### src/rtl/csvp_pkg.sv
// Shared types, codes and default sizes for the CSV column profiler.
package csvp_pkg;

    localparam int DEF_MAX_FIELDS  = 64;
    localparam int DEF_LEN_BITS    = 16;
    localparam int DEF_COUNT_BITS  = 32;

    localparam int BYTE_W          = 8;
    localparam int CFG_INDEX_W     = 2;
    localparam int FIELD_INDEX_W   = 6;
    localparam int COL_WIDTH_W     = 16;
    localparam int COUNT_OUT_W     = 32;
    localparam int LINE_LEN_OUT_W  = 16;
    localparam int OUT_DATA_W      = 112;

    localparam logic [BYTE_W-1:0] BYTE_LF = 8'h0A;
    localparam logic [BYTE_W-1:0] BYTE_CR = 8'h0D;

    localparam logic [CFG_INDEX_W-1:0] REG_SEPARATOR = 2'd0;
    localparam logic [CFG_INDEX_W-1:0] REG_QUOTE     = 2'd1;
    localparam logic [CFG_INDEX_W-1:0] REG_HEADER    = 2'd2;

    localparam logic [BYTE_W-1:0] SEP_RESET   = 8'd59;
    localparam logic [BYTE_W-1:0] QUOTE_RESET = 8'd34;

    typedef enum logic [2:0] {
        VT_NONE,
        VT_NULL,
        VT_BOOL,
        VT_INT,
        VT_FLOAT,
        VT_STRING
    } vtype_t;

    typedef enum logic [3:0] {
        CS_EMPTY,
        CS_STR,
        CS_SIGN,
        CS_ZERO,
        CS_ONE,
        CS_INTD,
        CS_FDIG,
        CS_FDOT,
        CS_FFRAC,
        CS_FEXP,
        CS_FESIGN,
        CS_FEXPD
    } class_state_t;

    typedef struct packed {
        logic   upd;
        logic   hdr;
        vtype_t vt;
    } col_ctrl_t;

endpackage

### src/rtl/csvp_classify.sv
// Field classifier: one step of the number/bool recognizer and the final type of a field.
module csvp_classify (
    input  csvp_pkg::class_state_t class_state,
    input  logic [7:0]             text_byte,
    input  logic [7:0]             quote_char,
    output csvp_pkg::class_state_t class_next,
    output csvp_pkg::vtype_t       final_type
);
    import csvp_pkg::*;

    logic is_dig;
    logic is_exp;
    logic is_sign;
    logic is_dot;

    assign is_dig  = (text_byte >= 8'h30) && (text_byte <= 8'h39);
    assign is_exp  = (text_byte == 8'h65) || (text_byte == 8'h45);
    assign is_sign = (text_byte == 8'h2B) || (text_byte == 8'h2D);
    assign is_dot  = (text_byte == 8'h2E);

    always_comb begin
        case (class_state)
            CS_EMPTY: begin
                if (quote_char != 8'h00 && text_byte == quote_char) class_next = CS_STR;
                else if (text_byte == 8'h30) class_next = CS_ZERO;
                else if (text_byte == 8'h31) class_next = CS_ONE;
                else if (is_dig)             class_next = CS_INTD;
                else if (is_sign)            class_next = CS_SIGN;
                else                         class_next = CS_STR;
            end
            CS_SIGN: begin
                if (text_byte == 8'h30) class_next = CS_FDIG;
                else if (is_dig)        class_next = CS_INTD;
                else if (is_dot)        class_next = CS_FDOT;
                else                    class_next = CS_STR;
            end
            CS_ZERO, CS_FDIG: begin
                if (is_dig)      class_next = CS_FDIG;
                else if (is_dot) class_next = CS_FDOT;
                else if (is_exp) class_next = CS_FEXP;
                else             class_next = CS_STR;
            end
            CS_ONE, CS_INTD: begin
                if (is_dig)      class_next = CS_INTD;
                else if (is_dot) class_next = CS_FDOT;
                else if (is_exp) class_next = CS_FEXP;
                else             class_next = CS_STR;
            end
            CS_FDOT: begin
                if (is_dig) class_next = CS_FFRAC;
                else        class_next = CS_STR;
            end
            CS_FFRAC: begin
                if (is_dig)      class_next = CS_FFRAC;
                else if (is_exp) class_next = CS_FEXP;
                else             class_next = CS_STR;
            end
            CS_FEXP: begin
                if (is_sign)     class_next = CS_FESIGN;
                else if (is_dig) class_next = CS_FEXPD;
                else             class_next = CS_STR;
            end
            CS_FESIGN, CS_FEXPD: begin
                if (is_dig) class_next = CS_FEXPD;
                else        class_next = CS_STR;
            end
            default: class_next = CS_STR;
        endcase
    end

    always_comb begin
        case (class_state)
            CS_EMPTY:                    final_type = VT_NULL;
            CS_ZERO, CS_ONE:             final_type = VT_BOOL;
            CS_INTD:                     final_type = VT_INT;
            CS_FDIG, CS_FFRAC, CS_FEXPD: final_type = VT_FLOAT;
            default:                     final_type = VT_STRING;
        endcase
    end

endmodule

### src/rtl/csvp_col_table.sv
// Per-column statistics memory with read-modify-write, write bypass and clearing pass.
module csvp_col_table #(
    parameter int MAX_FIELDS = csvp_pkg::DEF_MAX_FIELDS,
    parameter int LEN_BITS   = csvp_pkg::DEF_LEN_BITS,
    parameter int COUNT_BITS = csvp_pkg::DEF_COUNT_BITS,
    parameter int IDX_BITS   = $clog2(MAX_FIELDS)
) (
    input  logic                      aclk,
    input  logic                      aresetn,
    input  logic [IDX_BITS-1:0]       rd_addr,
    input  logic [IDX_BITS-1:0]       wr_addr,
    input  csvp_pkg::col_ctrl_t       ctrl,
    input  logic [LEN_BITS-1:0]       field_len,
    output logic                      busy,
    output csvp_pkg::vtype_t          col_type,
    output logic [LEN_BITS-1:0]       col_width,
    output logic [COUNT_BITS-1:0]     col_nulls
);
    import csvp_pkg::*;

    vtype_t                type_mem  [MAX_FIELDS];
    logic [LEN_BITS-1:0]   width_mem [MAX_FIELDS];
    logic [COUNT_BITS-1:0] null_mem  [MAX_FIELDS];

    vtype_t                rd_type_reg;
    logic [LEN_BITS-1:0]   rd_width_reg;
    logic [COUNT_BITS-1:0] rd_null_reg;

    logic                  clr_busy_reg;
    logic [IDX_BITS-1:0]   clr_addr_reg;

    logic                  we;
    logic [IDX_BITS-1:0]   waddr;
    vtype_t                wtype;
    logic [LEN_BITS-1:0]   wwidth;
    logic [COUNT_BITS-1:0] wnull;

    // updated entry for the column being closed
    always_comb begin
        col_type  = rd_type_reg;
        col_width = rd_width_reg;
        col_nulls = rd_null_reg;
        if (field_len > rd_width_reg) col_width = field_len;
        if (!ctrl.hdr) begin
            if (ctrl.vt > rd_type_reg) col_type = ctrl.vt;
            if (ctrl.vt == VT_NULL && rd_null_reg != '1)
                col_nulls = rd_null_reg + COUNT_BITS'(1);
        end
    end

    always_comb begin
        if (clr_busy_reg) begin
            we     = 1'b1;
            waddr  = clr_addr_reg;
            wtype  = VT_NONE;
            wwidth = '0;
            wnull  = '0;
        end else begin
            we     = ctrl.upd;
            waddr  = wr_addr;
            wtype  = col_type;
            wwidth = col_width;
            wnull  = col_nulls;
        end
    end

    assign busy = clr_busy_reg;

    always_ff @(posedge aclk) begin
        if (!aresetn) begin
            clr_busy_reg <= 1'b1;
            clr_addr_reg <= '0;
        end else if (clr_busy_reg) begin
            clr_addr_reg <= clr_addr_reg + IDX_BITS'(1);
            if (clr_addr_reg == IDX_BITS'(MAX_FIELDS - 1)) clr_busy_reg <= 1'b0;
        end
    end

    always_ff @(posedge aclk) begin
        if (we) begin
            type_mem[waddr]  <= wtype;
            width_mem[waddr] <= wwidth;
            null_mem[waddr]  <= wnull;
        end
    end

    always_ff @(posedge aclk) begin
        if (we && waddr == rd_addr) begin
            rd_type_reg  <= wtype;
            rd_width_reg <= wwidth;
            rd_null_reg  <= wnull;
        end else begin
            rd_type_reg  <= type_mem[rd_addr];
            rd_width_reg <= width_mem[rd_addr];
            rd_null_reg  <= null_mem[rd_addr];
        end
    end

endmodule

### src/rtl/csv_column_profiler.sv
// Top level of the CSV column profiler: byte parser, line statistics and result register.
// A result appears in the output register in the cycle after the transfer of the
// byte that ends its field. Throughput: one byte per cycle; the column table
// read-modify-write for an ended field fits in that cycle, and a result held by m_tready
// low stalls the input until it is taken.
// After the synchronous reset (aresetn low) the column table is cleared, all MAX_FIELDS
// entries, during which no byte is taken; configuration writes are taken at any time.
module csv_column_profiler #(
    parameter int MAX_FIELDS = csvp_pkg::DEF_MAX_FIELDS,
    parameter int LEN_BITS   = csvp_pkg::DEF_LEN_BITS,
    parameter int COUNT_BITS = csvp_pkg::DEF_COUNT_BITS
) (
    input  logic                                 aclk,
    input  logic                                 aresetn,
    input  logic                                 cfg_valid,
    output logic                                 cfg_ready,
    input  logic [csvp_pkg::CFG_INDEX_W-1:0]     cfg_index,
    input  logic [7:0]                           cfg_data,
    input  logic                                 s_tvalid,
    output logic                                 s_tready,
    input  logic [7:0]                           s_tdata,   // text_byte
    output logic                                 m_tvalid,
    input  logic                                 m_tready,
    // field_index, value_type, column_type, column_width, column_nulls, line_count,
    // longest_line, count_mismatch, crlf_seen, field_overflow, zero pad
    output logic [csvp_pkg::OUT_DATA_W-1:0]      m_tdata,
    output logic                                 m_tuser,   // header_field
    output logic                                 m_tlast    // line_end
);
    import csvp_pkg::*;

    localparam int IDX_BITS = $clog2(MAX_FIELDS);
    localparam int FC_BITS  = $clog2(MAX_FIELDS + 1);
    localparam int IW  = (FC_BITS > FIELD_INDEX_W) ? FC_BITS : FIELD_INDEX_W;
    localparam int LW  = (LEN_BITS > COL_WIDTH_W) ? LEN_BITS : COL_WIDTH_W;
    localparam int CW  = (COUNT_BITS > COUNT_OUT_W) ? COUNT_BITS : COUNT_OUT_W;

    logic [7:0]            sep_reg;
    logic [7:0]            quote_reg;
    logic                  hdr_cfg_reg;

    logic                  in_quotes_reg,  in_quotes_next;
    logic [FC_BITS-1:0]    cur_field_reg,  cur_field_next;
    logic [LEN_BITS-1:0]   field_len_reg,  field_len_next;
    logic [LEN_BITS-1:0]   line_len_reg,   line_len_next;
    class_state_t          class_reg,      class_next;
    logic [COUNT_BITS-1:0] lines_done_reg, lines_done_next;
    logic [FC_BITS-1:0]    first_fields_reg, first_fields_next;
    logic [LEN_BITS-1:0]   max_line_reg,   max_line_next;
    logic                  after_lf_reg,   after_lf_next;
    logic                  crlf_reg,       crlf_next;

    logic                  m_valid_reg;
    logic [OUT_DATA_W-1:0] m_data_reg,     m_data_next;
    logic                  m_user_reg,     m_user_next;
    logic                  m_last_reg,     m_last_next;

    logic                  s_fire;
    logic                  skip_cr;
    logic                  is_quote;
    logic                  lend;
    logic                  is_sep;
    logic                  field_end;
    logic                  produce;
    logic                  ovf;
    logic                  hdr;
    logic                  mism;
    logic [LEN_BITS-1:0]   line_len_inc;
    logic [FC_BITS-1:0]    cur_field_inc;

    class_state_t          cls_step;
    vtype_t                cls_type;
    vtype_t                vt;

    col_ctrl_t             tbl_ctrl;
    logic                  tbl_busy;
    logic [IDX_BITS-1:0]   tbl_rd_addr;
    logic [IDX_BITS-1:0]   tbl_wr_addr;
    vtype_t                tbl_type;
    logic [LEN_BITS-1:0]   tbl_width;
    logic [COUNT_BITS-1:0] tbl_nulls;

    logic [IW-1:0]         idx_ext;
    logic [LW-1:0]         cw_ext;
    logic [LW-1:0]         ll_ext;
    logic [CW-1:0]         cn_ext;
    logic [CW-1:0]         lc_ext;
    vtype_t                ct_out;
    logic [COL_WIDTH_W-1:0]    cw_out;
    logic [COUNT_OUT_W-1:0]    cn_out;
    logic [COUNT_OUT_W-1:0]    lc_out;
    logic [LINE_LEN_OUT_W-1:0] ll_out;

    function automatic logic [IDX_BITS-1:0] col_addr(input logic [FC_BITS-1:0] cf);
        if (cf >= FC_BITS'(MAX_FIELDS)) col_addr = '0;
        else                            col_addr = cf[IDX_BITS-1:0];
    endfunction

    assign cfg_ready = 1'b1;
    assign s_tready  = !tbl_busy && (!m_valid_reg || m_tready);
    assign s_fire    = s_tvalid && s_tready;

    assign m_tvalid = m_valid_reg;
    assign m_tdata  = m_data_reg;
    assign m_tuser  = m_user_reg;
    assign m_tlast  = m_last_reg;

    csvp_classify u_class (
        .class_state (class_reg),
        .text_byte   (s_tdata),
        .quote_char  (quote_reg),
        .class_next  (cls_step),
        .final_type  (cls_type)
    );

    // byte decode
    always_comb begin
        skip_cr        = after_lf_reg && (s_tdata == BYTE_CR);
        is_quote       = (quote_reg != 8'h00) && (s_tdata == quote_reg);
        in_quotes_next = in_quotes_reg ^ is_quote;
        lend           = (s_tdata == BYTE_LF);
        is_sep         = (sep_reg != 8'h00) && (s_tdata == sep_reg);
        field_end      = !in_quotes_next && (lend || is_sep);
        produce        = s_fire && !skip_cr && field_end;
        line_len_inc   = (line_len_reg == '1) ? line_len_reg : line_len_reg + LEN_BITS'(1);
        cur_field_inc  = (cur_field_reg < FC_BITS'(MAX_FIELDS)) ?
                         cur_field_reg + FC_BITS'(1) : cur_field_reg;
        ovf = (cur_field_reg >= FC_BITS'(MAX_FIELDS)) ||
              ((lines_done_reg != '0) && (cur_field_reg >= first_fields_reg));
        hdr = hdr_cfg_reg && (lines_done_reg == '0);
        vt  = hdr ? VT_NONE : cls_type;
    end

    // parser state update
    always_comb begin
        cur_field_next    = cur_field_reg;
        field_len_next    = field_len_reg;
        line_len_next     = line_len_reg;
        class_next        = class_reg;
        lines_done_next   = lines_done_reg;
        first_fields_next = first_fields_reg;
        max_line_next     = max_line_reg;
        after_lf_next     = after_lf_reg;
        crlf_next         = crlf_reg;
        mism              = 1'b0;
        if (s_fire) begin
            after_lf_next = 1'b0;
            if (skip_cr) begin
                crlf_next = 1'b1;
            end else if (!field_end) begin
                line_len_next  = line_len_inc;
                field_len_next = (field_len_reg == '1) ?
                                 field_len_reg : field_len_reg + LEN_BITS'(1);
                class_next     = cls_step;
            end else begin
                line_len_next  = line_len_inc;
                cur_field_next = cur_field_inc;
                field_len_next = '0;
                class_next     = CS_EMPTY;
                if (lend) begin
                    if (lines_done_reg == '0) first_fields_next = cur_field_inc;
                    else mism = (cur_field_inc != first_fields_reg);
                    if (lines_done_reg != '1) lines_done_next = lines_done_reg + COUNT_BITS'(1);
                    if (line_len_inc > max_line_reg) max_line_next = line_len_inc;
                    line_len_next  = '0;
                    cur_field_next = '0;
                    after_lf_next  = 1'b1;
                end
            end
        end
    end

    assign tbl_ctrl.upd = produce && !ovf;
    assign tbl_ctrl.hdr = hdr;
    assign tbl_ctrl.vt  = vt;
    assign tbl_rd_addr  = col_addr(cur_field_next);
    assign tbl_wr_addr  = col_addr(cur_field_reg);

    csvp_col_table #(
        .MAX_FIELDS (MAX_FIELDS),
        .LEN_BITS   (LEN_BITS),
        .COUNT_BITS (COUNT_BITS),
        .IDX_BITS   (IDX_BITS)
    ) u_col_table (
        .aclk      (aclk),
        .aresetn   (aresetn),
        .rd_addr   (tbl_rd_addr),
        .wr_addr   (tbl_wr_addr),
        .ctrl      (tbl_ctrl),
        .field_len (field_len_reg),
        .busy      (tbl_busy),
        .col_type  (tbl_type),
        .col_width (tbl_width),
        .col_nulls (tbl_nulls)
    );

    // result assembly, counters capped at the result field widths
    always_comb begin
        idx_ext = IW'(cur_field_reg);
        cw_ext  = ovf ? '0 : LW'(tbl_width);
        cn_ext  = ovf ? '0 : CW'(tbl_nulls);
        ct_out  = ovf ? VT_NONE : tbl_type;
        lc_ext  = CW'(lines_done_next);
        ll_ext  = LW'(max_line_next);
        cw_out  = (cw_ext > LW'({COL_WIDTH_W{1'b1}})) ? '1 : cw_ext[COL_WIDTH_W-1:0];
        cn_out  = (cn_ext > CW'({COUNT_OUT_W{1'b1}})) ? '1 : cn_ext[COUNT_OUT_W-1:0];
        lc_out  = (lc_ext > CW'({COUNT_OUT_W{1'b1}})) ? '1 : lc_ext[COUNT_OUT_W-1:0];
        ll_out  = (ll_ext > LW'({LINE_LEN_OUT_W{1'b1}})) ? '1 : ll_ext[LINE_LEN_OUT_W-1:0];
        m_data_next = {1'b0, ovf, crlf_reg, mism, ll_out, lc_out, cn_out, cw_out,
                       ct_out, vt, idx_ext[FIELD_INDEX_W-1:0]};
        m_user_next = hdr;
        m_last_next = lend;
    end

    always_ff @(posedge aclk) begin
        if (!aresetn) begin
            sep_reg     <= SEP_RESET;
            quote_reg   <= QUOTE_RESET;
            hdr_cfg_reg <= 1'b0;
        end else if (cfg_valid && cfg_ready) begin
            case (cfg_index)
                REG_SEPARATOR: sep_reg     <= cfg_data;
                REG_QUOTE:     quote_reg   <= cfg_data;
                REG_HEADER:    hdr_cfg_reg <= cfg_data[0];
                default: ;
            endcase
        end
    end

    always_ff @(posedge aclk) begin
        if (!aresetn) begin
            in_quotes_reg    <= 1'b0;
            cur_field_reg    <= '0;
            field_len_reg    <= '0;
            line_len_reg     <= '0;
            class_reg        <= CS_EMPTY;
            lines_done_reg   <= '0;
            first_fields_reg <= '0;
            max_line_reg     <= '0;
            after_lf_reg     <= 1'b0;
            crlf_reg         <= 1'b0;
        end else begin
            if (s_fire && !skip_cr) in_quotes_reg <= in_quotes_next;
            cur_field_reg    <= cur_field_next;
            field_len_reg    <= field_len_next;
            line_len_reg     <= line_len_next;
            class_reg        <= class_next;
            lines_done_reg   <= lines_done_next;
            first_fields_reg <= first_fields_next;
            max_line_reg     <= max_line_next;
            after_lf_reg     <= after_lf_next;
            crlf_reg         <= crlf_next;
        end
    end

    always_ff @(posedge aclk) begin
        if (!aresetn) begin
            m_valid_reg <= 1'b0;
        end else if (produce) begin
            m_valid_reg <= 1'b1;
        end else if (m_tready) begin
            m_valid_reg <= 1'b0;
        end
    end

    always_ff @(posedge aclk) begin
        if (produce) begin
            m_data_reg <= m_data_next;
            m_user_reg <= m_user_next;
            m_last_reg <= m_last_next;
        end
    end

    a_lf_gives_last: assert property (@(posedge aclk) disable iff (!aresetn)
        (produce && lend) |=> (m_tvalid && m_tlast && cur_field_reg == '0 && after_lf_reg))
        else $error("line end transfer did not close the line");

    a_first_count_set: assert property (@(posedge aclk) disable iff (!aresetn)
        (lines_done_reg != '0) |-> (first_fields_reg != '0))
        else $error("first line field count missing after a completed line");

    a_field_sat: assert property (@(posedge aclk) disable iff (!aresetn)
        cur_field_reg <= FC_BITS'(MAX_FIELDS))
        else $error("field counter past its limit");

    a_no_take_clear: assert property (@(posedge aclk) disable iff (!aresetn)
        tbl_busy |-> !s_fire && !tbl_ctrl.upd)
        else $error("byte taken while column table clears");

    a_line_len: assert property (@(posedge aclk) disable iff (!aresetn)
        (m_tvalid && m_tlast) |-> (max_line_reg != '0))
        else $error("line ended without a longest line");

endmodule
### config.mk
export PLATFORM = sky130hd
export DESIGN_NAME = csv_column_profiler
export DESIGN_NICKNAME = d
export VERILOG_FILES = /design/src/rtl/csvp_pkg.sv /design/src/rtl/csvp_classify.sv /design/src/rtl/csvp_col_table.sv /design/src/rtl/csv_column_profiler.sv
export SDC_FILE = /design/constraint.sdc
export NUM_CORES = 2
export LEC_CHECK = 0
export BUFFER_PORTS_ARGS = -buffer_cell sky130_fd_sc_hd__buf_2
export CAP_MARGIN = 20
export CORE_MARGIN = 4
export CORE_UTILIZATION = 45
export DETAILED_ROUTE_END_ITERATION = 12
export SETUP_SLACK_MARGIN = 0.05
export SYNTH_ARGS = -nofsm -noshare
export SYNTH_HDL_FRONTEND = slang
export SYNTH_SLANG_ARGS = --single-unit
### constraint.sdc
create_clock -name aclk -period 21.9 [get_ports aclk]
set_input_delay 1.095 -clock aclk [delete_from_list [all_inputs] [get_ports aclk]]
set_output_delay 1.095 -clock aclk [all_outputs]
set_load 0.01 [all_outputs]
Word-level counts from Yosys, hierarchy flattened --
Memories as Yosys holds them, arrays and structs flattened. A register that Yosys moved wholly into a read port is not among the register bits. Index checks and enable logic that the tools add are counted.
Cells by class: add/subtract/negate cells 6, order comparisons 13, equality and inequality tests 31, multiplexer cells 63, bitwise logic cells 5, reductions and logical operators 43
Operators by type and width (number):
- 32-bit 2-to-1 mux | 9
- 16-bit 2-to-1 mux | 13
- 32-bit by 1-bit adder with 32-bit output, second input constant | 2
- 32-bit greater-than comparator, second input constant | 2
- 32-bit inequality test, second input constant | 2
- 4-bit 2-to-1 mux | 15
- 8-bit by 6-bit == test with 1-bit output, second input constant | 5
- 7-bit 2-to-1 mux | 5
- 16-bit by 1-bit adder with 16-bit output, second input constant | 2
- 16-bit == test, second input constant | 2
- 16-bit greater-than comparator | 2
- 16-bit greater-than comparator, second input constant | 2
- 32-bit logical NOT | 1
- 4-bit one-hot mux with 8 select lines | 1
- 32-bit nonzero test | 1
- 6-bit 2-to-1 mux | 3
- 4-bit by 3-bit == test with 1-bit output, second input constant | 4
- 4-bit == test, second input constant | 4
- 8-bit by 4-bit == test with 1-bit output, second input constant | 2
- 8-bit by 7-bit == test with 1-bit output, second input constant | 2
- 8-bit == test | 2
- 8-bit nonzero test | 2
- 3-bit 2-to-1 mux | 5
- 7-bit greater-or-equal comparator, second input constant | 2
- 31 further kinds | 71
Word-level totals: flip-flop bits (word level) 239, memory bits (writable) 3264, input bits 23, output and inout port bits 117, logic and storage cells 189, memories 3
Memories:
- u_col_table.null_mem | words 64, bits a word 32, read ports 1, clocked after Yosys merged registers in 1, wr ports 1, RTL line csvp_col_table.sv:23 | logic [COUNT_BITS-1:0] null_mem [MAX_FIELDS];
- u_col_table.width_mem | words 64, bits a word 16, read ports 1, clocked after Yosys merged registers in 1, wr ports 1, RTL line csvp_col_table.sv:22 | logic [LEN_BITS-1:0] width_mem [MAX_FIELDS];
- u_col_table.type_mem | words 64, bits a word 3, read ports 1, clocked after Yosys merged registers in 1, wr ports 1, RTL line csvp_col_table.sv:21 | vtype_t type_mem [MAX_FIELDS];

Depth between registers and ports, before layout --
word-level depth 10, gate-level depth with buffers 27

Modules after synthesis --
Synthesis repeated with hierarchy kept, for this count alone.
Second synthesis, totals: cells, all modules 7055, area, all modules 140212.0 um^2
Modules (own cells, without submodules):
- csvp_col_table | times used 1, cells an instance 5962, area an instance 128799.8 um^2, seq. area each 98274.3 um^2
- csv_column_profiler | times used 1, cells an instance 1008, area an instance 10847.9 um^2, seq. area each 5775.5 um^2
- csvp_classify | times used 1, cells an instance 85, area an instance 564.3 um^2, seq. area each 0.0 um^2

Worst setup path before layout --
Ideal clock, no wire load.
path kind reg2reg, start reg (tool-made name), end mem u_col_table.width_mem[0][0] (netlist name) (data pin), library setup time 0.500 ns, data arrival time 7.779 ns, data required time 21.400 ns, path slack 13.621 ns, cell stages (with the launch flop) 28, buffers on the path 11, cell sequence dfxtp_1 -> buf_6 -> buf_8 -> buf_12 -> buf_6 -> buf_8 -> buf_6 -> buf_2 -> buf_2 -> clkbuf_1 -> buf_2 -> mux4_2 -> mux4_2 -> mux2i_1 -> nor2_1 -> a21oi_1 -> ha_1 -> nor2b_1 -> o21a_1 -> o21a_1 -> o21a_1 -> o21a_1 -> o21ai_0 -> a21oi_1 -> o41ai_1 -> clkbuf_1 -> mux2i_1 -> nor2_1
RTL lines (RTL line):
- end: declaration | csvp_col_table.sv:22

==> flow_metrics.env <==
export IMPL_status="finished, final reports clean"
export IMPL_cts_hold_buf=0
export IMPL_grt_pass1_wl_um=582000
export IMPL_clk_path_buf_depth=4
export IMPL_min_from="crlf_reg$_SDFFE_PN0P_"
export IMPL_biggestRegsByFlops="u_col_table.null_mem (2048), u_col_table.width_mem (1024), u_col_table.type_mem (192)"
export IMPL_numPortBuffers=137
export IMPL_min_period_ns=8.69
export IMPL_clk_pin_slew_ns=0.06
export IMPL_maxCapViolCount=0
export IMPL_ys_ff_latch=3509
export IMPL_clkLatencyLatePin_ns=0.91
export IMPL_row_count=203
export IMPL_largest_reg_flops=2048
export IMPL_tritoncts="yes"
export IMPL_end_kind="flip-flop"
export IMPL_rsz0062_at_grt="false"
export IMPL_syn_instance_count=6746
export IMPL_hold_class="reg2reg"
export IMPL_fmax_ghz=0.115
export IMPL_cp_arrival_ns=9.29
export IMPL_ir_drop_mv=0.0623
export IMPL_wl_um=423000
export IMPL_r2r_slack_ns=13.21
export IMPL_post_route_drc_count=0
export IMPL_drtIter0Drc=10900
export IMPL_async_flop_share_pct=0
export IMPL_synthDistinctLibCells=109
export IMPL_cts_setup_buffers=0
export IMPL_fin_crit_sh_pct=39.7
export IMPL_mappedNetlistNets=6820
export IMPL_p_leak_nw=49.3
export IMPL_finalSetupViolations=0
export IMPL_drv_slew=0
export IMPL_synth_main_ff_cell="edfxtp_1"
export IMPL_antenna_left=0
export IMPL_top_level_ports=140
export IMPL_ys_warn_count=0
export IMPL_fp_dieH_um=564
export IMPL_cts_resized=0
export IMPL_syn2layout_area_growth_pct=13.0
export IMPL_initial_core_util_pct=45.3
export IMPL_power_density_nw_per_um2=85.5
export IMPL_dp_hpwl_um=230000
export IMPL_rr_worst_depth=15
export IMPL_dieArea_um2=318000
export IMPL_firstDrtPassIters=8
export IMPL_grt_use_total_pct=26.2
export IMPL_syn_area_per_cell_um2=20.6
export IMPL_r2r_end="u_col_table.null_mem[54][9]$_DFFE_PP_"
export IMPL_final_layout_size_suffix_gt1_share_pct=25.1
export IMPL_crit_path_end="u_col_table.null_mem[54][9]$_DFFE_PP_"
export IMPL_core_um2=307000
export IMPL_synth_edf_count=3377
export IMPL_skew_ns=0.0512
export IMPL_wire_per_inst_um=36.6
export IMPL_final_hold_viol_count=0
export IMPL_synth_seq_area_share_pct=74.8
export IMPL_h_tree_depth=5
export IMPL_tns_ns=0
export IMPL_grt_pass1_vias=71000
export IMPL_viasPerCell=6.39
export IMPL_cp_required_ns=22.50
export IMPL_grt_max_degree=119
export IMPL_clock_sinks=3509
export IMPL_path_class="reg2reg"
export IMPL_chipWidth_um=564
export IMPL_gp_congestion=0.891
export IMPL_path_max_fanout=100
export IMPL_relSlewSlack_pct=18.0
export IMPL_syn_area_um2=139000
export IMPL_worstMarginPinSlew_ns=1.23
export IMPL_regMostFlops="u_col_table.null_mem"
export IMPL_root_buffer="clkbuf_16"
export IMPL_grt_overflow_total=0
export IMPL_vias=73800
export IMPL_layout_nets=7246
export IMPL_cts_buffers=351
export IMPL_cp_start_kind="flip-flop"
export IMPL_place_inst=10900
export IMPL_antenna_found_initial=11
export IMPL_stdcell_count=11600
==> cells in the final DEF, fill, tap and decap left out, types with 37 or more instances in the layout <==
cell type,count
edfxtp_1,3377
mux2_2,42
nor2_1,159
ha_1,51
mux4_1,71
nor2b_1,60
clkinv_1,71
nor3_1,51
mux4_2,724
nand2_1,187
clkbuf_16,355
o21ai_0,55
clkinv_2,68
nor2_4,68
nor3_2,37
a22oi_1,120
nand3_1,129
buf_2,137
mux2i_1,319
a21oi_1,79
dfxtp_1,125
inv_1,73
and2_1,74
buf_12,37
nand4_1,38
xnor2_1,65
clkbuf_1,59
buf_4,242
==> layer usage <==
layer | share of wire (%) | vias to the layer above | track usage [%]
met2 | 48 | 4346 | 42.1
met3 | 9.8 | 750 | 4.73
met1 | 39 | 39800 | 36.6
met4 | 3.7 | 0 | 8.77
met5 | 0 | - | 0
li1 | - | 28900 | -
==> worst max-delay path, stage by stage, from the launching register on <==
cell and delay [ns]:
dfxtp_4 0.84, buf_4 0.64, buf_4 0.75, buf_12 0.52
buf_4 0.87, mux4_2 0.36, o32ai_1 0.09, nor4_1 0.61
and4_1 0.47, o31ai_1 0.15, nand4bb_1 0.38, or2_4 0.38
nor4_4 0.72, nor3_1 0.37, mux2i_4 0.23, buf_4 0.50
==> worst min path at each step <==
stage / end / depth (start not counted)
final: m_tdata[109]$_DFFE_PP_ / 0
after global routing: m_tdata[109]$_DFFE_PP_ / 0
after CTS: quote_reg[1]$_SDFFE_PN1P_ / 3
after detailed placement: m_tdata[109]$_DFFE_PP_ / 0
after global placement: m_tdata[109]$_DFFE_PP_ / 0
after floorplan: m_tdata[109]$_DFFE_PP_ / 0
==> stage by stage <==
step                power, mW  cell area (µm²)  hold slack [ns]  util (%)  worst slack [ns]
global placement         7.61           145000            0.425      47.3             12.92
CTS                      13.5           156000            0.399      51.0             12.84
floorplan                7.52           139000            0.409         -             13.62
finish                   13.4           157000            0.440      51.2             13.21
detailed placement       7.61           145000            0.429      47.4             12.88
global route             13.8           157000            0.454      51.2             12.86
==> where the power goes <==
part / total (mW) / internal, mW / switching, mW
Clock: 5.95 / 3.41 / 2.54
Combinational: 0.183 / 0.0540 / 0.129
Sequential: 7.29 / 7.28 / 0.00853
==> synthesized netlist by cell type (all sizes together) (11+ instances only) <==
| cell | n | area (µm²) |
|---|---|---|
| clkbuf | 111 | 508 |
| nand3 | 130 | 651 |
| and2 | 78 | 492 |
| o21ai | 65 | 329 |
| nor4 | 25 | 171 |
| a211oi | 13 | 103 |
| ha | 51 | 638 |
| and3 | 16 | 109 |
| o22ai | 35 | 219 |
| nor2b | 62 | 388 |
| edfxtp | 3377 | 101000 |
| xnor2 | 65 | 569 |
| mux2 | 42 | 473 |
| o21a | 12 | 90.1 |
| nand2 | 189 | 712 |
| and4 | 11 | 96.3 |
| nand3b | 12 | 103 |
| buf | 234 | 2070 |
| a22oi | 120 | 901 |
| a21oi | 91 | 455 |
| inv | 77 | 289 |
| dfxtp | 132 | 2640 |
| nor2 | 227 | 852 |
| nor3 | 88 | 450 |
| a21o | 11 | 82.6 |
| o31ai | 15 | 113 |
| or4 | 18 | 143 |
| a31oi | 21 | 131 |
| nand2b | 17 | 106 |
| mux4 | 795 | 18200 |
| nand4 | 39 | 259 |
| or3 | 19 | 119 |
| xor2 | 30 | 263 |
| a221oi | 21 | 208 |
| a21boi | 21 | 158 |
| o211ai | 15 | 113 |
| mux2i | 320 | 3200 |
==> area by class of cell <==
| type | count | area, µm² |
|---|---|---|
| Clock inverter | 209 | 2040 |
| Fill cell | 24100 | 149000 |
| Antenna cell | 3 | 7.51 |
| Sequential cell | 3509 | 104000 |
| Clock buffer | 420 | 9190 |
| Tap cell | 4100 | 5130 |
| Timing Repair Buffer | 422 | 3410 |
| Inverter | 79 | 302 |
| Multi-Input combinational cell | 2809 | 32900 |
==> cells by family after synthesis <==
kind of cell / count (synthesis) / synth area share [%]
flops: 3509 / 74.8
mux: 1157 / 15.7
simple gates: 978 / 3.63
compound gates: 526 / 2.65
buf+inv: 428 / 2.09
xor+xnor: 95 / 0.599
fa+ha+maj: 51 / 0.459
other cells: 2 / 0.00540
Power figures use the tool's default switching activity.
